[src/rtl/epps_pkg.sv]
// ----------------------------------------------------------------------------
// epps_pkg: shared types and constants
// Job record passed from the capture front end to the speed/PID back end,
// register indexes, event codes and reset values.
// ----------------------------------------------------------------------------
package epps_pkg;

    // event codes
    localparam logic [1:0] MODE_PHASE_A  = 2'd0;
    localparam logic [1:0] MODE_PHASE_B  = 2'd1;
    localparam logic [1:0] MODE_OVERFLOW = 2'd2;

    // configuration register indexes
    localparam logic [2:0] REG_KP    = 3'd0;
    localparam logic [2:0] REG_KI    = 3'd1;
    localparam logic [2:0] REG_KD    = 3'd2;
    localparam logic [2:0] REG_CLOCK = 3'd3;
    localparam logic [2:0] REG_SCALE = 3'd4;

    // reset values
    localparam logic [15:0] KP_RESET    = 16'd2048;
    localparam logic [15:0] KI_RESET    = 16'd819;
    localparam logic [15:0] KD_RESET    = 16'd205;
    localparam logic [31:0] CLOCK_RESET = 32'd100000000;
    localparam logic [31:0] SCALE_RESET = 32'd65536;

    localparam logic [31:0] COUNTER_MODULUS_DEFAULT = 32'd65536;

    // one measured pulse period waiting for the back end
    typedef struct packed {
        logic [31:0] period;
        logic [15:0] target;
        logic        dir;
    } job_t;

endpackage

[src/rtl/epps_front.sv]
// ----------------------------------------------------------------------------
// epps_front: capture front end
// Classifies timer events, counts overflows and pairs phase-A captures into
// pulse periods that are queued for the back end.
// ----------------------------------------------------------------------------
module epps_front
#(
    parameter logic [31:0] COUNTER_MODULUS = epps_pkg::COUNTER_MODULUS_DEFAULT
)
(
    input  logic          clk,
    input  logic          rst_n,
    input  logic          in_valid,
    output logic          in_stall,
    input  logic [1:0]    mode,
    input  logic [31:0]   capture_value,
    input  logic [15:0]   speed_setpoint,
    input  logic          direction,
    output logic          push,
    output epps_pkg::job_t push_data,
    input  logic          queue_full
);
    import epps_pkg::*;

    logic        pending_reg;
    logic [31:0] first_reg;
    logic [31:0] ovf_scaled_reg;   // overflow count times modulus, wrapping
    logic        accept;

    assign in_stall = queue_full;
    assign accept   = in_valid && !queue_full;
    assign push     = accept && (mode == MODE_PHASE_A) && pending_reg;

    // period of the pair closed by this capture
    assign push_data.period = capture_value + ovf_scaled_reg - first_reg;
    assign push_data.target = speed_setpoint;
    assign push_data.dir    = direction;

    // track capture pairing and overflow count
    always_ff @(posedge clk or negedge rst_n)
    begin
        if (!rst_n)
        begin
            pending_reg    <= 1'b0;
            first_reg      <= 32'd0;
            ovf_scaled_reg <= 32'd0;
        end
        else if (accept)
        begin
            case (mode)
                MODE_OVERFLOW:
                begin
                    ovf_scaled_reg <= ovf_scaled_reg + COUNTER_MODULUS;
                end
                MODE_PHASE_A:
                begin
                    if (!pending_reg)
                    begin
                        first_reg <= capture_value;
                    end
                    ovf_scaled_reg <= 32'd0;
                    pending_reg    <= ~pending_reg;
                end
                default:
                begin
                    // phase B and unused codes: drop
                end
            endcase
        end
    end

endmodule

[config.mk]
export PLATFORM = sky130hd
export DESIGN_NAME = epps_front
export DESIGN_NICKNAME = d
export VERILOG_FILES = /design/src/rtl/epps_pkg.sv /design/src/rtl/epps_front.sv
export SDC_FILE = /design/constraint.sdc
export NUM_CORES = 1
export LEC_CHECK = 0
export BUFFER_PORTS_ARGS = -buffer_cell sky130_fd_sc_hd__buf_2
export CAP_MARGIN = 30
export CORE_ASPECT_RATIO = 0.5
export CORE_MARGIN = 1
export CORE_UTILIZATION = 30
export CTS_CLUSTER_DIAMETER = 50
export DETAILED_ROUTE_END_ITERATION = 6
export PLACE_DENSITY_LB_ADDON = 0.25
export SETUP_SLACK_MARGIN = 0.3
export SLEW_MARGIN = 25
export SYNTH_ARGS = -nofsm -noshare
export SYNTH_HDL_FRONTEND = slang
export SYNTH_SLANG_ARGS = --single-unit
[constraint.sdc]
create_clock -name clk -period 3.73 [get_ports clk]
set_clock_uncertainty 0.1 [all_clocks]
set_input_delay 0.373 -clock clk [delete_from_list [all_inputs] [get_ports clk]]
set_output_delay 0.373 -clock clk [all_outputs]
set_load 0.05 [all_outputs]
==> metrics.csv <==
stage,metric,value,unit
route,Via Count,4218,
floorplan,core area,15570,sq um
worst_setup_path,element type at the critical path end,output port,
synthesis,Synth warnings,0,
timing,min cycle time layout,3472,ps
outcome,status,"finished, final reports clean",
worst_setup_path,CP cell instances,fa_1 -> inv_1 -> ha_4 -> a21oi_4 -> nand2_1 -> a221o_1 -> a221o_1 -> a211o_1 -> buf_6,
synthesis,Synth Cell Area,4847,sq um
layout,area growth from synthesis to layout,32.11,%
synthesis,sequential share of the synthesized area,0.2530,
cts,clk sinks,49,
placed_design,placer's final routability congestion estimate,0.8363,
cts,clock slew at reported path FFs,70,ps
synthesis,"EDFF count, synth",0,
cts,Max Buffers Root-to-Sink,2,
timing,fin. max-slew vios,0,
cts,total CTS buffers,5,
worst_setup_path,Critical Path AT,3000,ps
route,DRT Wirelength,12720,um
worst_setup_path,crit-path max FO,7,
timing,period utilization,0.9308,
floorplan,Initial Utilization,0.3112,
synthesis,asr flop ratio synth,1.000,
cts,clk_lat worst skew,300,ps
worst_setup_path,Worst path max stage delay,520,ps
synthesis,"Net Count, Synth",695,
layout,nets,780,
route,1st-iter DRT viols,151,
timing,Setup TNS,0,ps
synthesis,Syn Area/Cell,8.401,sq um
global_routing,vias in the first global route,4188,
floorplan,# rows,32,
synthesis,Cell variety after synth,65,
worst_setup_path,CP required,3260,ps
route,Final ANT Viol Nets,0,
timing,"Setup violations, final",0,
synthesis,Synth Flop Type,dfrtp_1,
worst_setup_path,most frequent CP cell,a221o_1,
cts,CTS H-Tree Depth,2,
floorplan,Die H,91.88,um
synthesis,Seq cells post-synth,49,
layout,Largest register FFs,32,
route,DR WL/cell,14.66,um
timing,final hold vios,0,
flow_run,max-cap violations,0,
worst_setup_path,CP startpoint kind,flip-flop,
global_routing,initial antenna violation count,1,
cts,Root Driver,clkbuf_16,
worst_setup_path,CP Class,flip-flop to output port,
global_routing,first-pass GRT wire length,20560,um
placed_design,Port Buf Inserts,71,
timing,Max-Slew Margin vs Limit,0.6074,
synthesis,Post-Synthesis Cells,577,
timing,fmax,0.2880,GHz
floorplan,Die Wd,181.8,um
layout,register area,1226,sq um
route,First-pass DRT Iterations,4,
worst_setup_path,Crit-path slowest cell,fa_1,
placed_design,hpwl dp,9521,um
route,Via density,4.859,
layout,Multi-input gate area,3666,sq um
layout,share of layout cells above drive strength 1,0.3605,
floorplan,Die Area,16700,sq um
timing,RSZ-0062 raised after global routing,yes,
floorplan,io pins,106,
global_routing,GRT Overall Usage,0.1541,
route,DR DRC count,0,
timing,measured slew at the worst slew-check pin,588.9,ps
layout,fill cell count,1526,
global_routing,largest net degree at the start of global routing,28,
global_routing,"Remaining Overflow, GRT",0,
min_path,Hold WC Path Type,input port to flip-flop,
cts,CTS tree,built,
==> worst max-delay path: cells and delay by family (launching register included) <==
family | cells | cell delay (ps)
AO/OA/AOI/OAI | 4 | 1210
adder cells (fa/ha/maj) | 2 | 780
buffers and inverters | 2 | 230
flip-flops | 1 | 400
AND/OR/NAND/NOR | 1 | 80
==> stage by stage <==
| step | instance area [sq um] | setup WS, ps | util | instances | hold slack (ps) |
|---|---|---|---|---|---|
| 5_1_grt | 6401 | 145.2 | 0.4110 | 867 | 206.4 |
| 4_1_cts | 5874 | 206.7 | 0.3772 | 848 | 196.5 |
| 2_1_floorplan | 4900 | 320.9 | - | 577 | -22.59 |
| 3_5_place_dp | 5380 | 156.4 | 0.3454 | 827 | 314.1 |
| 6_report | 6404 | 258.0 | 0.4112 | 868 | 201.2 |
| 3_3_place_gp | 5380 | 161.7 | 0.3454 | 827 | 315.2 |
==> final cells by class <==
class	instances	area share
Antenna cell	1	0.0003908
Inverter	87	0.05100
Tap cell	204	0.03986
Timing Repair Buffer	114	0.1204
Multi-Input combinational cell	405	0.5725
Clock buffer	6	0.02169
Sequential cell	49	0.1915
Clock inverter	2	0.002735
==> layout by cell type, fill, tap and decap left out, types with 6 or more instances in the layout <==
cell     Yosys  routed
a21oi_2      3       8
nand2_1     54      52
nor2_1      36      29
buf_4       19      43
mux2_2      16      16
buf_2        9      56
ha_1        47      28
nand3_1     16      15
o21ai_0     38      34
dfrtp_1     49      49
ha_4         0      16
o21a_1       7       6
nor3_1       9       6
inv_2        0      13
inv_1       87      74
a21oi_1     33      23
buf_6        0      14
fa_1        16      15
nand4_1     10      10
xor2_1       9       8
xnor2_1     32      27
a21o_1       6       6
==> routing by layer <==
| layer | up-vias | track usage | part of all wire | wire [um] |
|---|---|---|---|---|
| met1 | 2021 | 0.2066 | 0.49 | 6180 |
| met4 | 0 | 0.03672 | 0.012 | 150 |
| met3 | 18 | 0.03535 | 0.045 | 572 |
| met5 | - | 0 | 0 | 0 |
| li1 | 2101 | - | - | - |
| met2 | 78 | 0.2506 | 0.46 | 5819 |
==> cells by family (layout without fill, tap and decap cells) <==
kind of cell    Yosys count  after routing  share of synthesized area
other cells               0              1                          0
fa+ha+maj                63             63                     0.1874
xor+xnor                 41             41                    0.07408
simple gates            157            157                     0.1567
buf+inv                 123            209                     0.1123
mux                      17             17                    0.04027
flops                    49             49                     0.2530
compound gates          127            127                     0.1763
==> worst paths after layout <==
check	from	to	slack (ps)	cells past startpoint
max in group asynchronous	rst_n	first_reg[24]$_DFFE_PN0P_	2230	3
setup reg to reg	ovf_scaled_reg[16]$_DFFE_PN0P_	ovf_scaled_reg[30]$_DFFE_PN0P_	1950	7
setup / recovery	first_reg[29]$_DFFE_PN0P_	push_data[48]	260	9
hold / removal	capture_value[14]	first_reg[14]$_DFFE_PN0P_	200	3
min in group asynchronous	rst_n	first_reg[4]$_DFFE_PN0P_	500	2
hold reg to reg	pending_reg$_DFFE_PN0P_	pending_reg$_DFFE_PN0P_	420	1
==> what timing repair did <==
item                                    CTS  global route
gates cloned                              0             0
endpoints found under the setup margin   15            19
buffers inserted                         12            19
hold buffers                              1             0
pin swaps                                16            35
gates resized for setup                  62            88
hold endpoints to repair                 19             0
==> cell usage after synthesis, types with 2 or more instances <==
cell      count  area share
nor2b_1       4      0.0052
and4_1        2      0.0036
or3_1         2      0.0026
a221o_1       2      0.0041
nand2_1      54       0.042
buf_2         9      0.0093
nor2_1       36       0.028
ha_1         47        0.12
nand4_1      10       0.013
o21a_1        7       0.011
and3_1        7      0.0090
nor4_1        3      0.0039
fa_1         16       0.066
a211oi_2      2      0.0052
xor2_1        9       0.016
a21oi_2       3      0.0054
dfrtp_1      49        0.25
clkbuf_1      8      0.0062
xnor2_1      32       0.058
buf_4        19       0.029
mux2_2       16       0.037
o21ai_0      38       0.039
a21o_1        6      0.0093
a221oi_1      2      0.0036
inv_1        87       0.067
nor3_1        9      0.0093
nand2b_1      2      0.0026
a21oi_1      33       0.034
nand3_1      16       0.017
o21ai_1       4      0.0041
o21bai_1      4      0.0062
o31ai_1       2      0.0031
a211oi_1      2      0.0031
o211ai_1      4      0.0062
Power is not shown: default switching activity piles up to over one toggle a cycle in this logic, so the estimate is an artifact.
