`src/rtl/epps_pkg.sv`:
```
// ----------------------------------------------------------------------------
// epps_pkg: shared types and constants
// Job record passed from the capture front end to the speed/PID back end,
// register indexes, event codes and reset values.
// ----------------------------------------------------------------------------
package epps_pkg;

    // event codes
    localparam logic [1:0] MODE_PHASE_A  = 2'd0;
    localparam logic [1:0] MODE_PHASE_B  = 2'd1;
    localparam logic [1:0] MODE_OVERFLOW = 2'd2;

    // configuration register indexes
    localparam logic [2:0] REG_KP    = 3'd0;
    localparam logic [2:0] REG_KI    = 3'd1;
    localparam logic [2:0] REG_KD    = 3'd2;
    localparam logic [2:0] REG_CLOCK = 3'd3;
    localparam logic [2:0] REG_SCALE = 3'd4;

    // reset values
    localparam logic [15:0] KP_RESET    = 16'd2048;
    localparam logic [15:0] KI_RESET    = 16'd819;
    localparam logic [15:0] KD_RESET    = 16'd205;
    localparam logic [31:0] CLOCK_RESET = 32'd100000000;
    localparam logic [31:0] SCALE_RESET = 32'd65536;

    localparam logic [31:0] COUNTER_MODULUS_DEFAULT = 32'd65536;

    // one measured pulse period waiting for the back end
    typedef struct packed {
        logic [31:0] period;
        logic [15:0] target;
        logic        dir;
    } job_t;

endpackage

```
`src/rtl/epps_queue.sv`:
```
// ----------------------------------------------------------------------------
// epps_queue: two-entry job queue
// Decouples the capture front end from the arithmetic back end.
// ----------------------------------------------------------------------------
module epps_queue
(
    input  logic          clk,
    input  logic          rst_n,
    input  logic          push,
    input  epps_pkg::job_t push_data,
    output logic          full,
    input  logic          pop,
    output logic          empty,
    output epps_pkg::job_t pop_data
);
    import epps_pkg::*;

    job_t       mem_reg [2];
    logic       wr_ptr_reg;
    logic       rd_ptr_reg;
    logic [1:0] count_reg;

    assign full     = (count_reg == 2'd2);
    assign empty    = (count_reg == 2'd0);
    assign pop_data = mem_reg[rd_ptr_reg];

    // store entries
    always_ff @(posedge clk)
    begin
        if (push)
        begin
            mem_reg[wr_ptr_reg] <= push_data;
        end
    end

    // advance pointers and count
    always_ff @(posedge clk or negedge rst_n)
    begin
        if (!rst_n)
        begin
            wr_ptr_reg <= 1'b0;
            rd_ptr_reg <= 1'b0;
            count_reg  <= 2'd0;
        end
        else
        begin
            if (push)
            begin
                wr_ptr_reg <= ~wr_ptr_reg;
            end
            if (pop)
            begin
                rd_ptr_reg <= ~rd_ptr_reg;
            end
            if (push && !pop)
            begin
                count_reg <= count_reg + 2'd1;
            end
            else if (pop && !push)
            begin
                count_reg <= count_reg - 2'd1;
            end
        end
    end

endmodule

```
`config.mk`:
```
export PLATFORM = sky130hd
export DESIGN_NAME = epps_queue
export DESIGN_NICKNAME = d
export VERILOG_FILES = /design/src/rtl/epps_pkg.sv /design/src/rtl/epps_queue.sv
export SDC_FILE = /design/constraint.sdc
export NUM_CORES = 1
export LEC_CHECK = 0
export BUFFER_PORTS_ARGS = -buffer_cell sky130_fd_sc_hd__buf_4
export CORE_MARGIN = 4
export CORE_UTILIZATION = 52
export DETAILED_ROUTE_END_ITERATION = 6
export HOLD_SLACK_MARGIN = 0.08
export PLACE_DENSITY = 0.81
export SLEW_MARGIN = 30
export SYNTH_ARGS = -nofsm -noshare
export SYNTH_HDL_FRONTEND = slang
export SYNTH_SLANG_ARGS = --single-unit
```
`constraint.sdc`:
```
create_clock -name clk -period 3.8 [get_ports clk]
set_input_delay 0.76 -clock clk [delete_from_list [all_inputs] [get_ports clk]]
set_output_delay 0.76 -clock clk [all_outputs]
set_load 0.02 [all_outputs]
```
==> qor.csv, run 1 <==
stage;metric;value;unit
routing;num_vias;1850;
clocking;cts.sinks;102;
clocking;htreeDepth;3;
global_route;grt_max_degree;51;
routing;avgRoutedWirePerCell;16.9;um
yosys;synth_top_cell_area_share;74.0;%
clocking;cts_setup_buffers;0;
final_layout;num-fill-cells;498;
pwr;vdd_drop_max;751;uV
yosys;yosysSeqAreaShare;76.5;%
setup_path;path_class;flop to output pin;
final_layout;final_area;4990;um^2
sta;tns;0;ns
clocking;path_clk_slew;0.08;ns
sta;hold_viol;0;
placed_design;dp_cells;366;
routing;drc_errors;0;
final_layout;final_cells;382;
yosys;syn_area_per_cell;23.5;um^2
placed_design;port_buffers;103;
final_layout;area_delta_synth_final;25.5;%
final_layout;antenna_cells;0;
clocking;cts_buffers;9;
global_route;grt.total_usage;14.5;%
yosys;ys.warnings.count;0;
sta;tightest_slew;0.932;ns
sta;fin_ws;1.09;ns
routing;antenna_left;0;
placed_design;dp_slack;1.46;ns
setup_path;crit_start;rd_ptr_reg;
sta;setup_viol;0;
yosys;synthCells;169;
final_layout;nets;332;
setup_path;crit_fanout;50;
global_route;grt_pass1_wl;9.54;mm
final_layout;layout-drive-gt1-share;59.7;%
routing;drt-pass1-iter-count;3;
global_route;overflow;0;
floorplan;core_region_area;7330;um^2
pwr;leakage;2.02;nW
setup_path;critPathLaunchType;flop;
final_layout;final_core_util;68.0;%
sta;slew_headroom;37.8;%
setup_path;cp.required;3.04;ns
setup_path;arrival;1.95;ns
status;outcome;completed;
run;cap_violations;0;
yosys;syn_area;3980;um^2
floorplan;initial_utilization;54.2;%
floorplan;row_count;31;
clocking;cts_tree;yes;
sta;skew;0.00568;ns
final_layout;largest_reg_flops;98;
routing;drt_iter0_markers;42;
floorplan;die_x;95.4;um
sta;drv_slew;0;
sta;finalCritPeriodShare;71.3;%
yosys;ys_ff_latch;102;
hold_path;hold_class;input port to asynchronous set/reset pin;
clocking;hold_buffers;0;
clocking;clk_latency;0.34;ns
yosys;synth.distinct_cells;12;
sta;rsz0062_at_grt;false;
setup_path;cp-end-kind;output pin;
sta;min_period;2.71;ns
pwr;powerDensity;745;nW/um^2
setup_path;reg2reg_from;wr_ptr_reg;
floorplan;dieArea;9110;um^2
global_route;grt_pass1_vias;1942;
clocking;root_buffer;clkbuf_8;
clocking;cts_resized;0;
clocking;max-clock-path-buffers;2;
floorplan;die_y;95.4;um
floorplan;pin_count;104;
placed_design;dpl-instance-area;4780;um^2
yosys;yosysTopAreaCell;edfxtp_1;
routing;wl;6.46;mm
yosys;yosys-top-cells-area;edfxtp_1 (74%), mux2_4 (19%), buf_12 (2.5%), dfrtp_1 (2.5%), xor2_1 (0.88%);
global_route;antenna_found_initial;0;
placed_design;dp_hpwl;4.38;mm
placed_design;place.gp.congestion;0.656;
routing;vias_per_cell;4.84;
sta;fmax;0.369;GHz
yosys;syn_nets;223;
metal layers:
metal / vias to the layer above / GRT usage (%) / routed length, um
met4: 0 / 5.33 / 74
li1: 870 / - / -
met3: 8 / 5.84 / 569
met2: 64 / 24.2 / 3290
met1: 908 / 16.9 / 2520
met5: - / 0 / 0
worst paths after layout:
check,slack [ns],cells after the start,to
worst min-delay path,0.20,1,count_reg[1]
worst max-delay path,1.09,2,pop_data[8]
worst min register to register,0.50,1,count_reg[1]
max in group asynchronous,3.49,1,rd_ptr_reg
worst max register to register,2.01,2,mem_reg[0][13]
min in group clk,0.50,1,count_reg[1]
placed cells by master, fill, tap and decap left out:
cell	count
and2_4	1
buf_4	104
bufinv_16	2
clkbuf_1	2
clkbuf_8	9
clkinv_1	1
clkinv_2	2
dfrtp_1	3
dfrtp_4	1
edfxtp_1	98
ha_1	1
inv_1	1
mux2_4	49
nor2_1	2
nor2b_1	1
nor2b_4	1
xnor2_1	1
xor2_1	4
logic make-up after synthesis:
family | after synthesis | synth area share [%]
xor+xnor | 5 | 1.10
fa+ha+maj | 1 | 0.315
buf+inv | 7 | 2.89
flops | 102 | 76.5
mux | 49 | 18.5
simple gates | 5 | 0.661
cells in the mapped netlist:
master,count
edfxtp_1,98
mux2_4,49
buf_12,5
dfrtp_1,4
xor2_1,4
nor2_1,2
nor2b_1,2
and2_1,1
buf_6,1
ha_1,1
inv_1,1
xnor2_1,1
worst max-delay path: stages, from the launching register on:
cell,delay [ns]
dfrtp_4,1.04
mux2_4,0.36
buf_4,0.16
report_power, final:
group	switching [mW]	leakage [nW]	internal [mW]
Clock	0.328	0.105	0.367
Combinational	0.594	0.955	0.724
Sequential	0.209	0.965	1.50
stage by stage:
| stage | power [mW] | hold slack, ns |
|---|---|---|
| 2_1_floorplan | 2.67 | 0.455 |
| 3_3_place_gp | 3.05 | 0.475 |
| 3_5_place_dp | 3.07 | 0.488 |
| 4_1_cts | 3.77 | 0.172 |
| 5_1_grt | 3.89 | 0.165 |
| 6_report | 3.72 | 0.196 |
final cells by class:
class | instances | area (um^2) | share of cell area [%]
flip-flops and latches | 102 | 3050 | 61.1
multi-input cells | 60 | 828 | 16.6
repair buffers | 104 | 781 | 15.7
clock buffers | 11 | 131 | 2.63
well taps | 99 | 124 | 2.48
clock inverters | 5 | 73.8 | 1.48
inverters | 1 | 3.75 | 0.0752
Power figures use the tool's default switching activity.
==> inputs of run 2 (changes only) <==
--- a/config.mk
+++ b/config.mk
@@ -5,6 +5,7 @@
 export SDC_FILE = /design/constraint.sdc
 export NUM_CORES = 1
 export LEC_CHECK = 0
+export ABC_AREA = 1
 export BUFFER_PORTS_ARGS = -buffer_cell sky130_fd_sc_hd__buf_4
 export CORE_MARGIN = 4
 export CORE_UTILIZATION = 52
==> constraint.sdc (replaced) <==
create_clock -name clk -period 2.5 [get_ports clk]
set_input_delay 0.5 -clock clk [delete_from_list [all_inputs] [get_ports clk]]
set_output_delay 0.5 -clock clk [all_outputs]
set_load 0.02 [all_outputs]
==> run 2 against run 1 <==
Cell count increased by 3.4%; sequential cell count is the same; sequential share of layout area decreased by 0.96 points; hold slack better by 0.14 ns; global-route usage grew 0.055 points; register-to-register slack worse by 0.99 ns; critical path type unchanged; critical endpoint is now pop_data[17]; largest power group unchanged.
==> qor.csv, run 2 <==
stage;metric;value;unit
status;outcome;completed;
setup_path;crit_buf_inv;2;
routing;drt-pass1-iter-count;4;
placed_design;dp_cells;378;
pwr;vdd_drop_max;558;uV
sta;tightest_slew;0.511;ns
sta;tns;0;ns
placed_design;port_buffers;103;
final_layout;final_cells;395;
routing;drt_iter0_markers;79;
floorplan;die_y;95.7;um
setup_path;arrival;1.64;ns
yosys;synthCells;178;
sta;setup_viol;0;
yosys;yosysMostFrequentCell;edfxtp_1;
setup_path;path_class;flop to output pin;
yosys;yosysSeqAreaShare;76.1;%
routing;antenna_left;0;
global_route;grt_pass1_vias;1989;
floorplan;initial_utilization;54.2;%
sta;finalCritPeriodShare;85.7;%
sta;slew_headroom;65.9;%
final_layout;final_area;5070;um^2
setup_path;critPathLaunchType;flop;
final_layout;num-fill-cells;499;
floorplan;die_x;95.7;um
final_layout;area_delta_synth_final;26.8;%
global_route;grt.total_usage;14.5;%
global_route;overflow;0;
setup_path;crit_fanout;15;
sta;skew;0.00693;ns
sta;drv_slew;0;
sta;rsz0062_at_grt;false;
yosys;ys.flop_type;edfxtp_1;
routing;avgRoutedWirePerCell;16.6;um
routing;drc_errors;0;
sta;fmax;0.466;GHz
clocking;path_clk_slew;0.09;ns
setup_path;cp_common_cell;buf_4;
yosys;syn_area_per_cell;22.5;um^2
pwr;leakage;2.07;nW
final_layout;layout-drive-gt1-share;58.8;%
clocking;cts_buffers;9;
final_layout;largest_reg_flops;98;
yosys;syn_area;4000;um^2
global_route;antenna_found_initial;0;
setup_path;path_cells;buf_4 > mux2_4 > buf_4;
final_layout;antenna_cells;0;
sta;hold_viol;0;
floorplan;row_count;31;
setup_path;crit_slowest_cell;dfrtp_4;
global_route;grt_max_degree;50;
clocking;clk_latency;0.34;ns
yosys;synthArstFlopShare;3.92;%
yosys;ys.warnings.count;0;
routing;num_vias;1954;
setup_path;critPathMaxStageDelay;0.50;ns
routing;wl;6.54;mm
yosys;syn_nets;232;
placed_design;place.gp.congestion;0.682;
final_layout;nets;345;
yosys;synth_edf_count;98;
yosys;synth_top_cell_area_share;73.6;%
run;cap_violations;0;
yosys;ys_top_cells_by_count;edfxtp_1 (98), mux2_4 (49), inv_1 (7);
yosys;yosysTopAreaCell;edfxtp_1;
yosys;ys_ff_latch;102;
clocking;root_buffer;clkbuf_8;
global_route;grt_pass1_wl;9.74;mm
floorplan;pin_count;104;
hold_path;hold_class;input port to flop;
routing;vias_per_cell;4.95;
clocking;cts_tree;yes;
clocking;cts_setup_buffers;0;
final_layout;final_common_cell;buf_4;
floorplan;dieArea;9150;um^2
final_layout;final_cell_mix;buf_4 (104), edfxtp_1 (98), mux2_4 (49);
setup_path;path_delay_family;flip-flops;
sta;min_period;2.14;ns
clocking;max-clock-path-buffers;2;
setup_path;cp.required;2.00;ns
placed_design;dpl-instance-area;4860;um^2
pwr;powerDensity;1120;nW/um^2
clocking;htreeDepth;3;
setup_path;cp-end-kind;output pin;
yosys;yosys-top-cells-area;edfxtp_1 (74%), mux2_4 (18%), buf_12 (2.5%), dfrtp_1 (2.5%), inv_1 (0.66%);
yosys;synth.distinct_cells;13;
clocking;cts.sinks;102;
floorplan;core_region_area;7370;um^2
placed_design;dp_hpwl;4.38;mm
run 2: changes by cell type in the layout (fill, tap and decap cells not counted), sizes merged, moves of 2 or more:
cell and change:
nor2b -2, clkbuf -2, clkinvlp +2, inv +7
xor2 -2, nand2 +5, buf +3
run 2: cell type report:
type	instances	area, um^2	area share [%]
inverters	7	26.3	0.518
repair buffers	108	851	16.8
clock buffers	9	124	2.44
well taps	99	124	2.44
flip-flops and latches	102	3050	60.1
clock inverters	7	73.8	1.46
multi-input cells	63	823	16.2
run 2: where the power goes:
| part | switching (mW) | internal [mW] | total (mW) |
|---|---|---|---|
| logic | 1.12 | 1.14 | 2.26 |
| registers | 0.129 | 2.27 | 2.40 |
| clock network | 0.538 | 0.467 | 1.01 |
run 2: logic make-up (layout without fill, tap and decap cells):
group         count (synthesis)  count (layout)  synth area share, %
flops                       102             102                 76.1
simple gates                 10              10                 1.03
xor+xnor                      3               3                0.658
buf+inv                      13             131                 3.44
fa+ha+maj                     1               1                0.313
mux                          49              49                 18.4
run 2: worst paths after layout:
check	startpoint	end	slack [ns]	cells past startpoint
min in group asynchronous	rst_n	count_reg[1]	0.53	2
setup / recovery	rd_ptr_reg	pop_data[17]	0.36	3
hold reg to reg	count_reg[1]	count_reg[1]	0.52	2
max in group asynchronous	rst_n	rd_ptr_reg	1.86	2
hold / removal	pop	rd_ptr_reg	0.34	2
setup reg to reg	wr_ptr_reg	mem_reg[1][0]	1.02	3
run 2: through the flow:
step | setup WS, ns | hold slack, ns | power [mW] | util [%]
detailed placement | 0.725 | 0.300 | 4.73 | 66.0
finish | 0.356 | 0.337 | 5.67 | 68.8
CTS | 0.333 | 0.317 | 5.73 | 68.8
global placement | 0.744 | 0.298 | 4.68 | 66.0
global route | 0.288 | 0.293 | 5.93 | 68.8
floorplan | 0.289 | 0.204 | 4.06 | -
run 2: worst reg2reg max path: stages, from the launching register on:
cell and delay, ns:
dfrtp_1 0.43, nand2_1 0.09, inv_2 0.39, buf_12 0.27
run 2: per-layer routing:
layer / global-route usage (%) / wire [um] / up-vias
li1: - / - / 911
met1: 17.2 / 2580 / 964
met2: 24.6 / 3390 / 75
met3: 5.68 / 531 / 4
met4: 4.27 / 36 / 0
met5: 0 / 0 / -
run 2: repair_timing:
action,4_1_cts,5_1_grt
hold buffers,1,0
hold endpoints to repair,4,0
resized for setup,0,0
